<file path="config.mk">
export PLATFORM = sky130hd
export DESIGN_NAME = sync_len_crc8_deframer
export DESIGN_NICKNAME = d
export VERILOG_FILES = /design/src/design/sld_pkg.sv /design/src/design/sync_len_crc8_deframer.sv /design/src/design/sld_ram.sv /design/src/design/sld_crc8_ser.sv
export SDC_FILE = /design/constraint.sdc
export NUM_CORES = 1
export LEC_CHECK = 0
export BUFFER_PORTS_ARGS = -buffer_cell sky130_fd_sc_hd__buf_2
export CAP_MARGIN = 10
export CORE_MARGIN = 4
export CORE_UTILIZATION = 55
export CTS_CLUSTER_DIAMETER = 150
export CTS_CLUSTER_SIZE = 8
export DETAILED_ROUTE_END_ITERATION = 8
export GPL_ROUTABILITY_DRIVEN = 0
export PLACE_DENSITY = 0.74
export SLEW_MARGIN = 15
export SYNTH_ARGS = -nofsm -noshare
export SYNTH_HDL_FRONTEND = slang
export SYNTH_SLANG_ARGS = --single-unit
</file>
<file path="constraint.sdc">
create_clock -name i_clk -period 5.1 [get_ports i_clk]
set_input_delay 1.02 -clock i_clk [delete_from_list [all_inputs] [get_ports i_clk]]
set_output_delay 1.02 -clock i_clk [all_outputs]
set_load 0.05 [all_outputs]
</file>
<file path="src/design/sld_pkg.sv">
// shared types and constants of the sync/length/crc-8 frame receiver
// no dependencies
`default_nettype none

package sld_pkg;

    typedef logic [7:0] t_byte;

    // control from the frame sequencer to the bit-serial crc unit
    typedef struct packed {
        logic start;   // absorb a new byte
        logic init;    // start from the initial value instead of the running crc
    } t_crc_ctl;

    localparam t_byte CRC_POLY = 8'h31;
    localparam t_byte CRC_INIT = 8'h00;
    localparam t_byte CRC_TOP  = 8'h80;

    // register select, paddr[2]
    localparam logic  REG_SYNC   = 1'b0;
    localparam t_byte SYNC_RESET = 8'hAA;

endpackage

`default_nettype wire

</file>
<file path="src/design/sync_len_crc8_deframer.sv">
// top level of the sync/length/crc-8 frame receiver
// depends on sld_pkg, sld_ram, sld_crc8_ser
//
// Receives one byte per input transaction and extracts frames of the form
// sync, command, length, payload, crc. While hunting, a byte equal to the
// sync_byte register (APB offset 0x0, reset 0xAA) opens a frame; inside a
// frame every byte is data. A length above MAX_PAYLOAD drops back to hunting.
// The crc-8 (poly 0x31, init 0, msb first) covers command, length and payload
// and is computed bit-serially, one bit per cycle, so every command, in-range
// length and payload byte holds off the next byte until its crc steps are done;
// sync and hunting bytes do not wait on the crc, nor do a mismatching crc byte
// and an oversize length. On a matching crc byte the frame leaves as one
// output transaction per payload byte (read from the payload ram, one per
// cycle when the sink is ready, last flag on the final one), or as one
// transaction with zero payload when the length is zero; sink stalls hold
// the emission. A mismatch is dropped with no output. The result sits
// in an output register, so the receiver keeps taking bytes while the last
// result waits for the sink. No input is taken while a frame is being emitted.
`default_nettype none

module sync_len_crc8_deframer
    import sld_pkg::*;
#(
    parameter int MAX_PAYLOAD = 32
) (
    input  wire         i_clk,
    input  wire         i_rst_n,
    // apb-style configuration port
    input  wire         psel,
    input  wire         penable,
    input  wire         pwrite,
    input  wire  [2:0]  paddr,
    input  wire  [31:0] pwdata,
    output logic [31:0] prdata,
    output logic        pready,
    // received bytes
    input  wire         i_in_valid,
    output logic        o_in_ready,
    input  wire  [7:0]  i_rx_byte,
    // validated frame bytes
    output logic        o_out_valid,
    input  wire         i_out_ready,
    output logic [7:0]  o_frame_cmd,
    output logic [5:0]  o_frame_len,
    output logic [7:0]  o_payload_byte,
    output logic [4:0]  o_byte_pos,
    output logic        o_last
);

    localparam int AW = (MAX_PAYLOAD > 1) ? $clog2(MAX_PAYLOAD) : 1;
    localparam int LW = $clog2(MAX_PAYLOAD + 1);
    localparam logic [7:0]    MAX_LEN_B = 8'(MAX_PAYLOAD);
    localparam logic [LW-1:0] LEN_ONE   = LW'(1);
    localparam logic [LW-1:0] LEN_ZERO  = '0;

    // frame phases
    localparam logic [2:0] S_HUNT = 3'd0;
    localparam logic [2:0] S_CMD  = 3'd1;
    localparam logic [2:0] S_LEN  = 3'd2;
    localparam logic [2:0] S_PAY  = 3'd3;
    localparam logic [2:0] S_CRC  = 3'd4;
    localparam logic [2:0] S_EMIT = 3'd5;

    // configuration register
    t_byte r_sync;
    logic  cfg_wr;

    assign pready = 1'b1;
    assign cfg_wr = psel & penable & pwrite & pready;

    always_ff @(posedge i_clk) begin
        if (!i_rst_n) begin
            r_sync <= SYNC_RESET;
        end else if (cfg_wr && paddr[2] == REG_SYNC) begin
            r_sync <= pwdata[7:0];
        end
    end

    always_comb begin
        prdata = 32'd0;
        if (paddr[2] == REG_SYNC) begin
            prdata = {24'd0, r_sync};
        end
    end

    // frame sequencer state
    logic [2:0]    r_state, n_state;
    t_byte         r_cmd, n_cmd;
    logic [LW-1:0] r_len, n_len;
    logic [LW-1:0] r_fill, n_fill;
    logic [LW-1:0] r_rd_pos, n_rd_pos;

    // output register
    logic          r_out_valid, n_out_valid;
    t_byte         r_out_cmd, n_out_cmd;
    logic [5:0]    r_out_len, n_out_len;
    t_byte         r_out_byte, n_out_byte;
    logic [4:0]    r_out_pos, n_out_pos;
    logic          r_out_last, n_out_last;

    // crc unit and payload store
    t_crc_ctl      crc_ctl;
    t_byte         crc_val;
    logic          crc_busy;
    logic          ram_we;
    t_byte         ram_rdata;

    logic          in_fire;
    logic          out_free;
    logic          in_phase;
    logic [LW-1:0] fill_inc;
    logic [LW-1:0] pos_inc;
    logic [LW+4:0] pos_ext;
    logic [LW+5:0] len_ext;

    // every phase but emit takes bytes, never while the crc shifts
    assign in_phase   = (r_state != S_EMIT);
    assign o_in_ready = in_phase && !crc_busy;
    assign in_fire    = i_in_valid && o_in_ready;
    assign out_free   = !r_out_valid || i_out_ready;
    assign fill_inc   = r_fill + LEN_ONE;
    assign pos_inc    = r_rd_pos + LEN_ONE;
    assign pos_ext    = {5'd0, r_rd_pos};
    assign len_ext    = {6'd0, r_len};

    always_comb begin
        n_state     = r_state;
        n_cmd       = r_cmd;
        n_len       = r_len;
        n_fill      = r_fill;
        n_rd_pos    = r_rd_pos;
        n_out_valid = r_out_valid && !i_out_ready;
        n_out_cmd   = r_out_cmd;
        n_out_len   = r_out_len;
        n_out_byte  = r_out_byte;
        n_out_pos   = r_out_pos;
        n_out_last  = r_out_last;
        crc_ctl     = '{start: 1'b0, init: 1'b0};
        ram_we      = 1'b0;

        unique case (r_state)
            S_CMD: begin
                if (in_fire) begin
                    n_cmd   = i_rx_byte;
                    crc_ctl = '{start: 1'b1, init: 1'b1};
                    n_state = S_LEN;
                end
            end
            S_LEN: begin
                if (in_fire) begin
                    if (i_rx_byte > MAX_LEN_B) begin
                        n_state = S_HUNT;
                    end else begin
                        n_len   = i_rx_byte[LW-1:0];
                        n_fill  = LEN_ZERO;
                        crc_ctl = '{start: 1'b1, init: 1'b0};
                        n_state = (i_rx_byte == 8'd0) ? S_CRC : S_PAY;
                    end
                end
            end
            S_PAY: begin
                if (in_fire) begin
                    ram_we  = 1'b1;
                    n_fill  = fill_inc;
                    crc_ctl = '{start: 1'b1, init: 1'b0};
                    if (fill_inc >= r_len) begin
                        n_state = S_CRC;
                    end
                end
            end
            S_CRC: begin
                if (in_fire) begin
                    // store entry 0 is addressed here so its registered read data is ready when emission starts
                    n_rd_pos = LEN_ZERO;
                    n_state  = (i_rx_byte == crc_val) ? S_EMIT : S_HUNT;
                end
            end
            S_EMIT: begin
                if (out_free) begin
                    n_out_valid = 1'b1;
                    n_out_cmd   = r_cmd;
                    n_out_len   = len_ext[5:0];
                    if (r_len == LEN_ZERO) begin
                        n_out_byte = 8'd0;
                        n_out_pos  = 5'd0;
                        n_out_last = 1'b1;
                        n_state    = S_HUNT;
                    end else begin
                        n_out_byte = ram_rdata;
                        n_out_pos  = pos_ext[4:0];
                        n_out_last = (pos_inc == r_len);
                        n_rd_pos   = pos_inc;
                        if (pos_inc == r_len) begin
                            n_state = S_HUNT;
                        end
                    end
                end
            end
            default: begin
                // hunting, unknown codes hunt too
                if (in_fire) begin
                    n_state = (i_rx_byte == r_sync) ? S_CMD : S_HUNT;
                end
            end
        endcase
    end

    always_ff @(posedge i_clk) begin
        if (!i_rst_n) begin
            r_state     <= S_HUNT;
            r_out_valid <= 1'b0;
            r_len       <= LEN_ZERO;
            r_fill      <= LEN_ZERO;
            r_rd_pos    <= LEN_ZERO;
        end else begin
            r_state     <= n_state;
            r_out_valid <= n_out_valid;
            r_len       <= n_len;
            r_fill      <= n_fill;
            r_rd_pos    <= n_rd_pos;
        end
    end

    // payload registers
    always_ff @(posedge i_clk) begin
        r_cmd      <= n_cmd;
        r_out_cmd  <= n_out_cmd;
        r_out_len  <= n_out_len;
        r_out_byte <= n_out_byte;
        r_out_pos  <= n_out_pos;
        r_out_last <= n_out_last;
    end

    sld_crc8_ser u_crc (
        .i_clk   (i_clk),
        .i_rst_n (i_rst_n),
        .i_ctl   (crc_ctl),
        .i_byte  (i_rx_byte),
        .o_crc   (crc_val),
        .o_busy  (crc_busy)
    );

    // read address runs one step ahead so read data matches r_rd_pos
    sld_ram #(
        .WIDTH (8),
        .DEPTH (MAX_PAYLOAD)
    ) u_store (
        .i_clk   (i_clk),
        .i_we    (ram_we),
        .i_waddr (r_fill[AW-1:0]),
        .i_wdata (i_rx_byte),
        .i_raddr (n_rd_pos[AW-1:0]),
        .o_rdata (ram_rdata)
    );

    assign o_out_valid    = r_out_valid;
    assign o_frame_cmd    = r_out_cmd;
    assign o_frame_len    = r_out_len;
    assign o_payload_byte = r_out_byte;
    assign o_byte_pos     = r_out_pos;
    assign o_last         = r_out_last;

endmodule

`default_nettype wire

</file>
<file path="src/design/sld_ram.sv">
// generic single-write, single-read ram with registered read data
// no dependencies
`default_nettype none

module sld_ram #(
    parameter int WIDTH = 8,
    parameter int DEPTH = 32,
    localparam int AW = (DEPTH > 1) ? $clog2(DEPTH) : 1
) (
    input  wire                   i_clk,
    input  wire                   i_we,
    input  wire [AW-1:0]          i_waddr,
    input  wire [WIDTH-1:0]       i_wdata,
    input  wire [AW-1:0]          i_raddr,
    output logic [WIDTH-1:0]      o_rdata
);

    logic [WIDTH-1:0] r_mem [DEPTH];

    always_ff @(posedge i_clk) begin
        if (i_we) begin
            r_mem[i_waddr] <= i_wdata;
        end
        o_rdata <= r_mem[i_raddr];
    end

endmodule

`default_nettype wire

</file>
<file path="src/design/sld_crc8_ser.sv">
// bit-serial crc-8 unit, one polynomial step per cycle
// depends on sld_pkg
`default_nettype none

module sld_crc8_ser
    import sld_pkg::*;
(
    input  wire        i_clk,
    input  wire        i_rst_n,
    input  wire t_crc_ctl i_ctl,
    input  wire t_byte    i_byte,
    output t_byte      o_crc,
    output logic       o_busy
);

    t_byte      r_crc, n_crc;
    logic [2:0] r_cnt, n_cnt;
    logic       r_busy, n_busy;

    always_comb begin
        n_crc  = r_crc;
        n_cnt  = r_cnt;
        n_busy = r_busy;
        if (i_ctl.start) begin
            n_crc  = (i_ctl.init ? CRC_INIT : r_crc) ^ i_byte;
            n_cnt  = 3'd0;
            n_busy = 1'b1;
        end else if (r_busy) begin
            if ((r_crc & CRC_TOP) != CRC_INIT) begin
                n_crc = {r_crc[6:0], 1'b0} ^ CRC_POLY;
            end else begin
                n_crc = {r_crc[6:0], 1'b0};
            end
            n_cnt = r_cnt + 3'd1;
            if (r_cnt == 3'd7) begin
                n_busy = 1'b0;
            end
        end
    end

    always_ff @(posedge i_clk) begin
        if (!i_rst_n) begin
            r_crc  <= CRC_INIT;
            r_cnt  <= 3'd0;
            r_busy <= 1'b0;
        end else begin
            r_crc  <= n_crc;
            r_cnt  <= n_cnt;
            r_busy <= n_busy;
        end
    end

    assign o_crc  = r_crc;
    assign o_busy = r_busy;

endmodule

`default_nettype wire

</file>
[Word level (Yosys, flattened, before mapping)]
Memories as Yosys holds them, arrays and structs flattened. A register that Yosys moved wholly into a read port is not among the register bits.
Index checks and enable logic that the tools add are counted.
Storage, ports and cells
  register bits after elaboration: 78
  bits in latches: 0
  RAM bits: 256
  ROM bits: 0
  output and inout port bits: 63
  memories kept: 1
Memory list
  u_store.r_mem: depth 32, width 8, read ports 1, clocked after Yosys merged registers in 1, wr ports 1, RTL line sld_ram.sv:18  | logic [WIDTH-1:0] r_mem [DEPTH];
Cells by class
  add/subtract/negate cells: 3
  multiply operators: 0
  div/mod/pow operators: 0
  order comparisons: 2
  equal/unequal tests: 19
  shift operators: 0
  muxes and demuxes: 41
  bitwise operators: 7
  reduce and logical (&&, ||, !) cells: 21
Operators by type and width (number)
  $mux W6: 7
  $mux W3: 12
  $mux W8: 4
  $pmux W6 S2: 2
  $eq A8 B8 Y1: 2
  $ne A2 B2 Y1 const B: 8
  $pmux W3 S5: 1
  $add A6 B1 Y6 const B: 2
  $mux W1: 10
  $eq A3 B3 Y1 const B: 3
  $gt A8 B6 Y1 const B: 1
  $logic_not A8 Y1: 1
  $mux W2: 4
  $reduce_and A4 Y1: 2
  $reduce_and A8 Y1: 1
  $reduce_bool A2 Y1: 4
  $xor A8 B8 Y8: 1
  $eq A3 B2 Y1 const B: 2
  $eq A6 B6 Y1: 1
  $ge A6 B6 Y1: 1
  $logic_not A6 Y1: 1
  $ne A3 B3 Y1 const B: 2
  $pmux W2 S3: 1
  $logic_and A1 B1 Y1: 4
  other kinds (10): 16

[Logic depth before layout (Yosys ltp)]
Gate-level depths: netlist (run 1).
  depth after elaboration: 8
  depth in mapped cells: 13
  depth with buffers taken out: 10

[Modules after synthesis]
A second synthesis (run 1) with hierarchy kept.
Unflattened totals
  cell total of the unflattened synthesis: 823
  area, all modules: 14208.6 µm²
By module, submodules not included
  sld_ram: instances 1, cells an instance 417, area each 10053.4 µm², seq. area each 7847.5 µm²
  sync_len_crc8_deframer: instances 1, cells an instance 336, area each 3437.0 µm², seq. area each 1681.6 µm²
  sld_crc8_ser: instances 1, cells an instance 70, area each 718.2 µm², seq. area each 240.2 µm²

[Worst setup path before layout (run 1)]
OpenSTA, ideal clock, no wires.
  path type: input port to flip-flop
  start: in i_out_ready
  end: reg r_state[0]
  library setup time: 0.071 ns
  data arrival time: 3.175 ns
  path slack: 1.854 ns
  stages on the path: 5
  cells stage by stage: nor2b_1 -> nor2_1 -> o221ai_1 -> a311o_1 -> a21oi_1
Between the ends
  word-level cells in the longest chain between the ends: 3
Ends and longest elaborated chain
  from (decl): RTL line sync_len_crc8_deframer.sv:42  | input wire i_out_ready,
  $logic_or A1 B1 Y1: RTL line sync_len_crc8_deframer.sv:120  | assign out_free = !r_out_valid || i_out_ready;
  $ne A2 B2 Y1 (no source line)
  $reduce_and A8 Y1 (no source line)
  to (signal assigned): RTL line sync_len_crc8_deframer.sv:216  | r_state <= n_state;
  to (decl): RTL line sync_len_crc8_deframer.sv:87  | logic [2:0] r_state, n_state;
Every way passes these cells.
A chain may end at the register's enable or synchronous reset.

[Final worst setup path (run 1)]
  start: in i_out_ready
  end: reg u_store.o_rdata[6], read port of u_store.r_mem
Between the ends
  word-level cells in the longest chain between the ends: 3
Ends and longest elaborated chain
  $logic_or A1 B1 Y1: RTL line sync_len_crc8_deframer.sv:120
  $mux W6: RTL line sync_len_crc8_deframer.sv:179  | if (out_free) begin
  $pmux W6 S2: RTL line sync_len_crc8_deframer.sv:141  | unique case (r_state)
  to (decl): RTL line sld_ram.sv:15  | output logic [WIDTH-1:0] o_rdata
Every way passes these cells. The select of a mux whose other input is x is not followed.

==> Flow_metrics.wiki, run 1 <==
{| class="wikitable"
! Metric !! Value
|-
| Run status || completed
|-
| Count of buffers added by post-CTS timing repair for setup || 0
|-
| Clock latency on the worst-skew pair || 0.56 ns
|-
| Number of warnings reported in the yosys synthesis log || 0
|-
| Crit path largest cell delay || 0.62 ns
|-
| Sw frac || 20.7%
|-
| Fraction of layout instances using a drive strength above 1 || 12.6%
|-
| Cell-by-cell trace of the critical path || buf_2 -> nor2b_1 -> a211o_1 -> and4b_1 -> or2_1 -> buf_4 -> and2_1 -> nand3_1 -> nand4_1 -> nand3_1
|-
| ANT cells || 0
|-
| Routed wire length || 34300 um
|-
| Overall overflow remaining after global route || 0
|-
| Final Setup Violations || 0
|-
| Number of global-route vias before repair || 9240
|-
| Number of antenna violations at the first check in global routing || 0
|-
| Vias per inst || 6.10
|-
| Largest net degree at the start of global routing || 67
|-
| Signal arrival time at the worst endpoint || 4.09 ns
|-
| Share of total power in combinational logic || 2.8%
|-
| Max VDD drop || 0.336 mV
|-
| Post-synthesis instance area || 14600 um2
|-
| Area enclosed by the die boundary || 29200 um2
|-
| Final number of hold-violating endpoints || 0
|-
| Post-Syn Instances || 1148
|-
| PD cells || 370 nW/um2
|-
| Most used standard cell by instance count after synthesis || sky130_fd_sc_hd__edfxtp_1
|-
| Post-synthesis average cell area || 12.7 um2
|-
| Top metal layer carrying routed signals || met4
|-
| Crit end category || flip-flop
|-
| Pre-Repair DR Iteration Count || 5
|-
| Part of the total power dissipated in sequential elements || 50.1%
|-
| WS Path Type || primary input to flip-flop
|-
| Initial cell density of the core || 56.0%
|-
| Netlist cell types || 68
|-
| Area inside the core boundary || 26100 um2
|-
| Number of buffers inserted during clock tree synthesis || 48
|-
| Number of nets with antenna violations after detailed routing || 0
|-
| WL met1 || 13900 um
|-
| Clk root buf || sky130_fd_sc_hd__clkbuf_16
|-
| Clk pwr share || 47.1%
|-
| Layout Skew || 0.0259 ns
|-
| Count of boundary I/O pins || 113
|-
| TritonCTS Sinks || 342
|-
| HPWL Detailed || 20800 um
|-
| Routed length per instance || 21.9 um
|-
| Vias || 9557
|-
| First-pass GRT wire length || 52400 um
|-
| Part of the Yosys area used for sequential elements || 67.0%
|-
| F_max || 0.271 GHz
|-
| Post-synth EDFFs || 292
|-
| CTS tree || yes
|-
| Routed length on met3 || 2880 um
|-
| Final-report max-slew violation count || 0
|-
| Most frequent CP cell || sky130_fd_sc_hd__nand3_1
|-
| H-tree levels || 2
|-
| Worst Max-Slew Pin Slew || 1.08 ns
|-
| Clock Pin Slew Worst Setup and Hold Paths || 0.05 ns
|-
| Max-Cap Viols || 0
|-
| Switching power of the nets || 1.26 mW
|-
| Die span in y || 171 um
|-
| Number of hold buffers added after cts || 0
|-
| Top post-synthesis cells by count || 292 x sky130_fd_sc_hd__edfxtp_1, 147 x sky130_fd_sc_hd__nand2_1, 78 x sky130_fd_sc_hd__nor2_1
|-
| Worst slew margin || 28.0%
|-
| Cell accounting for the most synthesized area || sky130_fd_sc_hd__edfxtp_1
|-
| Post-synthesis to final-layout area growth || 12.6%
|-
| Share of the clock period used by the worst path after layout || 72.4%
|-
| Data required time of the critical path || 5.49 ns
|-
| Max Root-Sink Buffers || 3
|-
| Critical-path maximum fanout || 17
|-
| Cell at the slowest stage of the critical path || sky130_fd_sc_hd__or2_1
|-
| Share of Yosys cell area claimed by the top area cell type || 60.1%
|-
| Net count reported at finish || 1269
|-
| Detailed-routed wire length on met2 || 16500 um
|-
| Setup total negative slack || 0 ns
|-
| Number of design-rule violations left by the first detailed-router iteration || 985
|-
| Combined global-route utilization of all metal layers || 23.3%
|-
| Launching element type of the critical path || primary input
|-
| Design internal power || 4.82 mW
|-
| Tmin final || 3.69 ns
|-
| Unrepaired setup endpoints after global routing || false
|-
| Cell types with the largest area share after synthesis || sky130_fd_sc_hd__edfxtp_1 60%, sky130_fd_sc_hd__dfxtp_1 6.9%, sky130_fd_sc_hd__nand2_1 3.8%
|-
| Predominant post-synthesis flop cell || sky130_fd_sc_hd__edfxtp_1
|-
| Cts repair resizes || 0
|-
| Final standard cell utilization of the core || 63.1%
|-
| Cell row count || 59
|-
| Yosys reg bits || 342
|-
| Proportion of register bits with asynchronous set or reset after synthesis || 0%
|-
| Leakage power total || 5.60 nW
|-
| Hold/Removal Path Class || flip-flop to flip-flop
|-
| Number of buffers inserted by port buffering || 61
|-
| Width of the die || 171 um
|-
| DRC violations left || 0
|}
per-layer routing:
| metal | track usage [%] | vias up |
|---|---|---|
| li1 | - | 4368 |
| met1 | 32.0 | 4649 |
| met2 | 38.2 | 462 |
| met3 | 4.39 | 78 |
| met4 | 7.06 | 0 |
| met5 | 0 | - |
registers in the layout, summed over array words and instances, names as in the netlist, 6 cells and up:
signal	flops
u_store.o_rdata	8
o_payload_byte	8
r_sync	8
o_frame_len	6
o_frame_cmd	8
r_len	6
r_rd_pos	6
r_cmd	8
u_crc.o_crc	8
r_fill	6
u_store.r_mem	256
cell families (layout without fill, tap and decap cells):
kind of cell               after synthesis  in the layout  synth area share [%]
DFF                                    342            342                  67.0
buffers and inverters                  109            171                  3.74
xor gates and xnor gates                36             36                  2.26
adders and majority gates               15             15                  1.29
AOI/OAI and AO/OA                      222            222                  10.7
and+or+nand+nor                        402            402                  13.2
muxes                                   20             20                  1.78
other                                    2             25                0.0515
metrics by stage:
step                      cells  setup slack [ns]  total power, mW  area (um2)  hold WS, ns
after floorplan            1171              1.85             3.22       14700        0.400
after global placement     1489              1.00             3.27       15100        0.404
after detailed placement   1489             0.928             3.27       15100        0.407
after CTS                  1568              1.45             6.12       16400        0.419
after global routing       1568              1.24             6.25       16400        0.421
final                      1568              1.41             6.09       16400        0.416
cell type report:
| type | count | area (um2) |
|---|---|---|
| Clock buffer | 76 | 1320 |
| Clock inverter | 3 | 45.0 |
| Fill cell | 1921 | 9630 |
| Inverter | 16 | 60.1 |
| Multi-Input combinational cell | 720 | 4380 |
| Sequential cell | 342 | 9770 |
| Tap cell | 335 | 419 |
| Timing Repair Buffer | 76 | 443 |
worst paths after layout:
path / cells after the start / slack, ns / startpoint / end
min reg2reg: 0 / 0.42 / r_cmd[2] / o_frame_cmd[2]
min: 0 / 0.42 / r_cmd[2] / o_frame_cmd[2]
max: 10 / 1.41 / i_out_ready / u_store.o_rdata[6]
max reg2reg: 10 / 1.44 / r_state[1] / u_store.o_rdata[6]
layout by cell type, fill, tap and decap left out, drive strengths merged, types with 5 or more instances in the layout:
master	n
a21oi	41
xor2	25
nand2b	5
nand4	11
and2	18
a32oi	15
mux2i	9
nor4	5
dfxtp	50
buf	76
inv	17
o211ai	15
o21ai	37
nand2	147
edfxtp	292
a211o	16
ha	15
mux2	7
nor2	82
clkbuf	76
nor3b	6
a211oi	28
nor2b	15
and3	23
nand3	66
nor3	10
xnor2	10
a21o	17
conb	25
a31oi	14
o311a	7
a311oi	13
power groups by stage:
stage               sequential, mW  clock (mW)  combinational (mW)
floorplan                     3.10           0               0.117
global placement              3.10           0               0.162
detailed placement            3.10           0               0.166
CTS                           3.05        2.91               0.167
global route                  3.05        3.03               0.181
finish                        3.05        2.87               0.168
worst max-delay path: cells and delay by family:
kind,cells,cell delay (ns)
AOI/OAI and AO/OA,1,0.21
and+or+nand+nor,7,2.44
buffers and inverters,2,0.41
(Power assumes the default switching activity.)
==> inputs of run 2 (changes only) <==
clock period = 3.79 ns   (was 5.1 ns; I/O delays follow)
==> run 2 against run 1 <==
Die area is the same. Non-clock buffer count grew 29. Flip-flop and latch count is the same. Core utilization grew 1.1 points. Worst hold slack gained 0.0035 ns. Critical path type is now flip-flop to flip-flop. Critical endpoint is now u_store.o_rdata[4].
==> Flow_metrics.wiki, run 2 (synthesis gave the netlist of run 1 again) <==
{| class="wikitable"
! Metric !! Value
|-
| First-pass GRT wire length || 54200 um (+3.4%)
|-
| Hold path startpoint || r_cmd[5]
|-
| F_max || 0.289 GHz
|-
| Most common cell after layout, fill and taps aside || sky130_fd_sc_hd__edfxtp_1
|-
| Final number of hold-violating endpoints || 0 (unchanged)
|-
| Net count reported at finish || 1298 (+2.3%)
|-
| Launching element type of the critical path || flip-flop
|-
| Clock latency on the worst-skew pair || 0.55 ns (about the same)
|-
| DRC violations left || 0 (unchanged)
|-
| Number of buffers inserted during clock tree synthesis || 48 (unchanged)
|-
| Crit path largest cell delay || 0.43 ns (-0.19 ns)
|-
| Number of buffers inserted by port buffering || 61 (unchanged)
|-
| Cell-by-cell trace of the critical path || inv_1 -> ha_1 -> nor4bb_1 -> a211oi_1 -> nand2_1 -> nand2_4 -> buf_12 -> buf_4 -> nand2_1 -> o21ai_0 -> o211ai_1
|-
| CTS tree || yes
|-
| Worst r2r path cells || 11 (+1)
|-
| Unrepaired setup endpoints after global routing || false
|-
| Combined global-route utilization of all metal layers || 24.0% (+0.74 points)
|-
| Number of hold buffers added after cts || 0 (unchanged)
|-
| Routed wire length || 35000 um (+2.2%)
|-
| Cell at the slowest stage of the critical path || sky130_fd_sc_hd__dfxtp_1
|-
| Clock Pin Slew Worst Setup and Hold Paths || 0.05 ns (about the same)
|-
| Overall power of the completed layout || 8.30 mW (+36%)
|-
| Share of the clock period used by the worst path after layout || 91.3%
|-
| Setup total negative slack || 0 ns (unchanged)
|-
| ANT cells || 0 (unchanged)
|-
| WP depth || 11 (+1)
|-
| Cts repair resizes || 0 (unchanged)
|-
| Largest register by flop count || u_store.r_mem
|-
| Most frequent CP cell || sky130_fd_sc_hd__nand2_1
|-
| Vias || 9709 (+1.6%)
|-
| TritonCTS Sinks || 342 (unchanged)
|-
| Final-report max-slew violation count || 0 (unchanged)
|-
| Vias per inst || 6.05 (-0.81%)
|-
| Critical-path maximum fanout || 45 (+28)
|-
| Pre-Repair DR Iteration Count || 5 (unchanged)
|-
| Run status || completed
|-
| Reg2reg start || r_state[1]
|-
| Worst Max-Slew Pin Slew || 1.11 ns (+0.0296 ns)
|-
| Initial cell density of the core || 56.0% (unchanged)
|-
| Fraction of layout instances using a drive strength above 1 || 14.5% (+1.9 points)
|-
| HPWL Detailed || 21400 um (+2.9%)
|-
| Area inside the core boundary || 26100 um2 (unchanged)
|-
| PD cells || 496 nW/um2 (+34%)
|-
| Final standard cell utilization of the core || 64.2% (+1.1 points)
|-
| Cell family with most CP delay || simple AND/OR/NAND/NOR gates
|-
| Max Root-Sink Buffers || 3 (unchanged)
|-
| Final Setup Violations || 0 (unchanged)
|-
| Area enclosed by the die boundary || 29200 um2 (unchanged)
|-
| WS Path Type || flip-flop to flip-flop
|-
| Signal arrival time at the worst endpoint || 3.86 ns (-0.23 ns)
|-
| Routed length per instance || 21.8 um (-0.23%)
|-
| Count of boundary I/O pins || 113 (unchanged)
|-
| Hold depth || 0 (unchanged)
|-
| Worst slew margin || 25.5% (-2.5 points)
|-
| Clk root buf || sky130_fd_sc_hd__clkbuf_16
|-
| Post-synthesis to final-layout area growth || 14.7%
|-
| Width of the die || 171 um (unchanged)
|-
| Max VDD drop || 0.356 mV (+5.8%)
|-
| Layout Skew || 0.0130 ns (-0.0129 ns)
|-
| Most frequent cells in the layout || 292 x sky130_fd_sc_hd__edfxtp_1, 146 x sky130_fd_sc_hd__nand2_1, 77 x sky130_fd_sc_hd__nor2_1, 66 x sky130_fd_sc_hd__nand3_1, 61 x sky130_fd_sc_hd__buf_2
|-
| Max-Cap Viols || 0 (unchanged)
|-
| H-tree levels || 2 (unchanged)
|-
| Overall overflow remaining after global route || 0 (unchanged)
|-
| Cell row count || 59 (unchanged)
|-
| Max reg flops || 256 (unchanged)
|-
| Tmin final || 3.46 ns
|-
| Count of buffers added by post-CTS timing repair for setup || 0 (unchanged)
|-
| Number of antenna violations at the first check in global routing || 1 (+1)
|-
| Leakage power total || 5.78 nW (+3.3%)
|-
| Crit end category || flip-flop
|-
| Number of global-route vias before repair || 9577 (+3.6%)
|-
| Beginning of the critical path || r_state[1]
|-
| Hold/Removal Path Class || flip-flop to flip-flop
|-
| Largest net degree at the start of global routing || 64 (-4.5%)
|-
| Data required time of the critical path || 4.19 ns (-1.30 ns)
|-
| Die span in y || 171 um (unchanged)
|-
| Number of nets with antenna violations after detailed routing || 0 (unchanged)
|-
| Number of design-rule violations left by the first detailed-router iteration || 1014 (+2.9%)
|-
| Number of buffers and inverters on the critical path || 3 (+1)
|}
## run 2: cell type report
cell class	count	area (um2)
clock inverter	2	40.0
inverter	16	60.1
sequential	342	9770
multi-input combinational	720	4380
clock buffer	86	1380
tap	335	419
fill	1951	9330
timing repair buffer	105	686
## run 2: routing by layer
| layer | wire [um] | share of wire, % | vias to the layer above | GRT usage (%) |
|---|---|---|---|---|
| met4 | 982 | 2.8 | 2 | 8.16 |
| met5 | 13 | 0.037 | - | 0 |
| met3 | 2620 | 7.5 | 89 | 3.90 |
| met1 | 14300 | 41 | 4780 | 33.0 |
| li1 | - | - | 4426 | - |
| met2 | 17200 | 49 | 412 | 39.5 |
## run 2: metrics by stage
stage               cells  area, um2  hold slack [ns]  worst slack [ns]
finish               1606      16700            0.420             0.331
global route         1606      16700            0.425             0.112
CTS                  1606      16700            0.415             0.393
detailed placement   1518      15300            0.407             0.291
global placement     1518      15300            0.405             0.311
floorplan            1171      14700            0.400             0.806
## run 2: power by group
part / internal, mW / switching [mW]
clock: 2.44 / 1.53
sequential: 4.09 / 0.0115
combinational: 0.0479 / 0.182
## run 2: path summary, 6_finish.rpt
path,end,slack (ns)
setup / recovery,u_store.o_rdata[4],0.33
hold / removal,o_frame_cmd[5],0.42
setup reg to reg,u_store.o_rdata[4],0.33
hold reg to reg,o_frame_cmd[5],0.42
==> inputs of run 3 (changes only) <==
clock period = 3.4 ns   (was 3.79 ns; I/O delays follow)
==> run 3 against run 2 <==
Sequential power increased by 11%. Cell area grew 1.5%. Critical path depth decreased by 1. Register-to-register slack worse by 0.11 ns. Fmax is 8.7% higher. First-iteration DRC count up 1.1%. Critical path type unchanged. Critical endpoint is now u_store.o_rdata[1]. Largest power group unchanged. Highest routed layer unchanged.
==> Flow_metrics.wiki, run 3 (synthesis gave the netlist of run 1 again) <==
{| class="wikitable"
! Metric !! Value
|-
| PD cells || 543 nW/um2 (+9.4%)
|-
| Vias || 9767 (+0.60%)
|-
| Area enclosed by the die boundary || 29200 um2 (unchanged)
|-
| Hold/Removal Path Class || primary input to flip-flop
|-
| Critical-path maximum fanout || 8 (-82%)
|-
| Max-Cap Viols || 0 (unchanged)
|-
| Overall overflow remaining after global route || 0 (unchanged)
|-
| Worst r2r path cells || 10 (-1)
|-
| Number of buffers inserted by port buffering || 61 (unchanged)
|-
| Final number of hold-violating endpoints || 0 (unchanged)
|-
| Share of the clock period used by the worst path after layout || 93.6% (+2.3 points)
|-
| Net count reported at finish || 1329 (+2.4%)
|-
| Area inside the core boundary || 26100 um2 (unchanged)
|-
| Clock Pin Slew Worst Setup and Hold Paths || 0.05 ns (about the same)
|-
| Max reg flops || 256 (unchanged)
|-
| Routed length on met3 || 2600 um (-0.84%)
|-
| Initial cell density of the core || 56.0% (unchanged)
|-
| DRC violations left || 0 (unchanged)
|-
| Die span in y || 171 um (unchanged)
|-
| Number of nets with antenna violations after detailed routing || 0 (unchanged)
|-
| Crit path to || u_store.o_rdata[1]
|-
| Crit end category || flip-flop
|-
| Vias per inst || 5.96 (-1.4%)
|-
| Post-placement worst setup slack || -0.130 ns (-0.421 ns)
|-
| H-tree levels || 2 (unchanged)
|-
| CTS tree || yes
|-
| Final standard cell utilization of the core || 65.2% (+0.96 points)
|-
| Data required time of the critical path || 3.85 ns (-0.34 ns)
|-
| Post-synthesis to final-layout area growth || 16.4%
|-
| TritonCTS Sinks || 342 (unchanged)
|-
| Detailed-routed wire length on met2 || 17000 um (-1.2%)
|-
| Worst slew margin || 29.2% (+3.6 points)
|-
| Count of buffers added by post-CTS timing repair for setup || 0 (unchanged)
|-
| Clk root buf || sky130_fd_sc_hd__clkbuf_16
|-
| Launching element type of the critical path || flip-flop
|-
| Beginning of the critical path || r_state[1]
|-
| Max Root-Sink Buffers || 3 (unchanged)
|-
| Tmin final || 3.18 ns (-0.276 ns)
|-
| WL met1 || 14600 um (+2.3%)
|-
| Largest net degree at the start of global routing || 48 (-25%)
|-
| WS Path Type || flip-flop to flip-flop
|-
| Final worst-path setup slack || 0.218 ns (-0.114 ns)
|-
| F_max || 0.314 GHz (+8.7%)
|-
| Pre-Repair DR Iteration Count || 7 (+2)
|-
| Number of design-rule violations left by the first detailed-router iteration || 1025 (+1.1%)
|-
| HPWL Detailed || 21900 um (+2.4%)
|-
| Cell row count || 59 (unchanged)
|-
| Reg-to-reg setup timing slack || 0.22 ns (-0.11 ns)
|-
| Reg2reg start || r_state[1]
|-
| Combined global-route utilization of all metal layers || 24.2% (+0.20 points)
|-
| Run status || completed
|-
| Routed wire length || 35200 um (+0.54%)
|-
| Max VDD drop || 0.488 mV (+37%)
|-
| Signal arrival time at the worst endpoint || 3.63 ns (-0.23 ns)
|-
| Layout Skew || 0.0135 ns (+0.000516 ns)
|-
| Largest register by flop count || u_store.r_mem
|-
| Top metal layer carrying routed signals || met5
|-
| Worst Max-Slew Pin Slew || 1.05 ns (-0.0542 ns)
|-
| Width of the die || 171 um (unchanged)
|-
| Fraction of layout instances using a drive strength above 1 || 16.5% (+2.0 points)
|-
| Most frequent cells in the layout || 292 x sky130_fd_sc_hd__edfxtp_1, 146 x sky130_fd_sc_hd__nand2_1, 77 x sky130_fd_sc_hd__nor2_1, 69 x sky130_fd_sc_hd__buf_4, 66 x sky130_fd_sc_hd__nand3_1
|-
| Most common cell after layout, fill and taps aside || sky130_fd_sc_hd__edfxtp_1
|-
| Count of boundary I/O pins || 113 (unchanged)
|-
| Number of antenna violations at the first check in global routing || 2 (+1)
|-
| Number of global-route vias before repair || 9612 (+0.37%)
|-
| Unrepaired setup endpoints after global routing || false
|-
| Routed length per instance || 21.5 um (-1.5%)
|-
| Reg2reg end || u_store.o_rdata[1]
|-
| First-pass GRT wire length || 54400 um (+0.29%)
|-
| Final Setup Violations || 0 (unchanged)
|-
| Clock latency on the worst-skew pair || 0.55 ns (about the same)
|-
| Final-report max-slew violation count || 0 (unchanged)
|-
| Number of buffers inserted during clock tree synthesis || 48 (unchanged)
|-
| Fill cell count || 1878 (-3.7%)
|-
| Leakage power total || 5.94 nW (+2.8%)
|}
run 3: area by class of cell:
cell class / count / area (um2) / area share [%]
flip-flops and latches: 342 / 9770 / 57.5
diodes: 1 / 2.50 / 0.0147
inverters: 16 / 60.1 / 0.354
clock inverters: 3 / 45.0 / 0.265
clock buffers: 86 / 1350 / 7.97
repair buffers: 136 / 943 / 5.56
multi-input cells: 720 / 4390 / 25.8
well taps: 335 / 419 / 2.47
run 3: critical path: stages, from the launching register on:
cell                       delay, ns
sky130_fd_sc_hd__dfxtp_1        0.30
sky130_fd_sc_hd__inv_1          0.07
sky130_fd_sc_hd__ha_1           0.24
sky130_fd_sc_hd__buf_4          0.14
sky130_fd_sc_hd__a21boi_0       0.35
sky130_fd_sc_hd__nand2b_1       0.20
sky130_fd_sc_hd__o311ai_2       0.21
sky130_fd_sc_hd__nor3_1         0.86
sky130_fd_sc_hd__o211ai_1       0.29
sky130_fd_sc_hd__o311a_1        0.25
sky130_fd_sc_hd__o211ai_1       0.16
run 3: timing repair:
item | CTS | global route
hold buffers | 0 | 0
gates resized for setup | 0 | 1
setup endpoints to repair | 0 | 3
run 3: power by group:
part           leakage, nW  switching [mW]  total, mW  internal [mW]
registers             3.03          0.0114       4.57           4.56
logic                 2.25           0.205      0.262         0.0565
clock network        0.664            1.71       4.38           2.67
run 3: routing by layer:
layer | vias to the layer above | track usage [%]
li1 | 4496 | -
met1 | 4785 | 33.2
met2 | 404 | 39.3
met3 | 80 | 4.88
met4 | 2 | 8.03
met5 | - | 0
run 3: worst min-delay path by stage:
stage               cells after the start  slack [ns]  startpoint             end
floorplan                               0        0.40    r_cmd[0]  o_frame_cmd[0]
global placement                        0        0.41    r_cmd[7]  o_frame_cmd[7]
detailed placement                      0        0.41    r_cmd[3]  o_frame_cmd[3]
CTS                                     3        0.32   pwdata[3]       r_sync[3]
global route                            3        0.34   pwdata[3]       r_sync[3]
finish                                  3        0.34   pwdata[3]       r_sync[3]
run 3: through the flow:
step / power [mW] / area, um2 / cells / setup TNS [ns] / hold WS [ns]
3_5_place_dp: 4.91 / 15600 / 1549 / -0.152 / 0.405
6_report: 9.22 / 17000 / 1639 / 0 / 0.338
3_3_place_gp: 4.91 / 15600 / 1549 / -0.0656 / 0.406
2_1_floorplan: 4.83 / 14700 / 1171 / 0 / 0.400
5_1_grt: 9.49 / 17000 / 1639 / 0 / 0.342
4_1_cts: 9.26 / 17000 / 1638 / 0 / 0.323
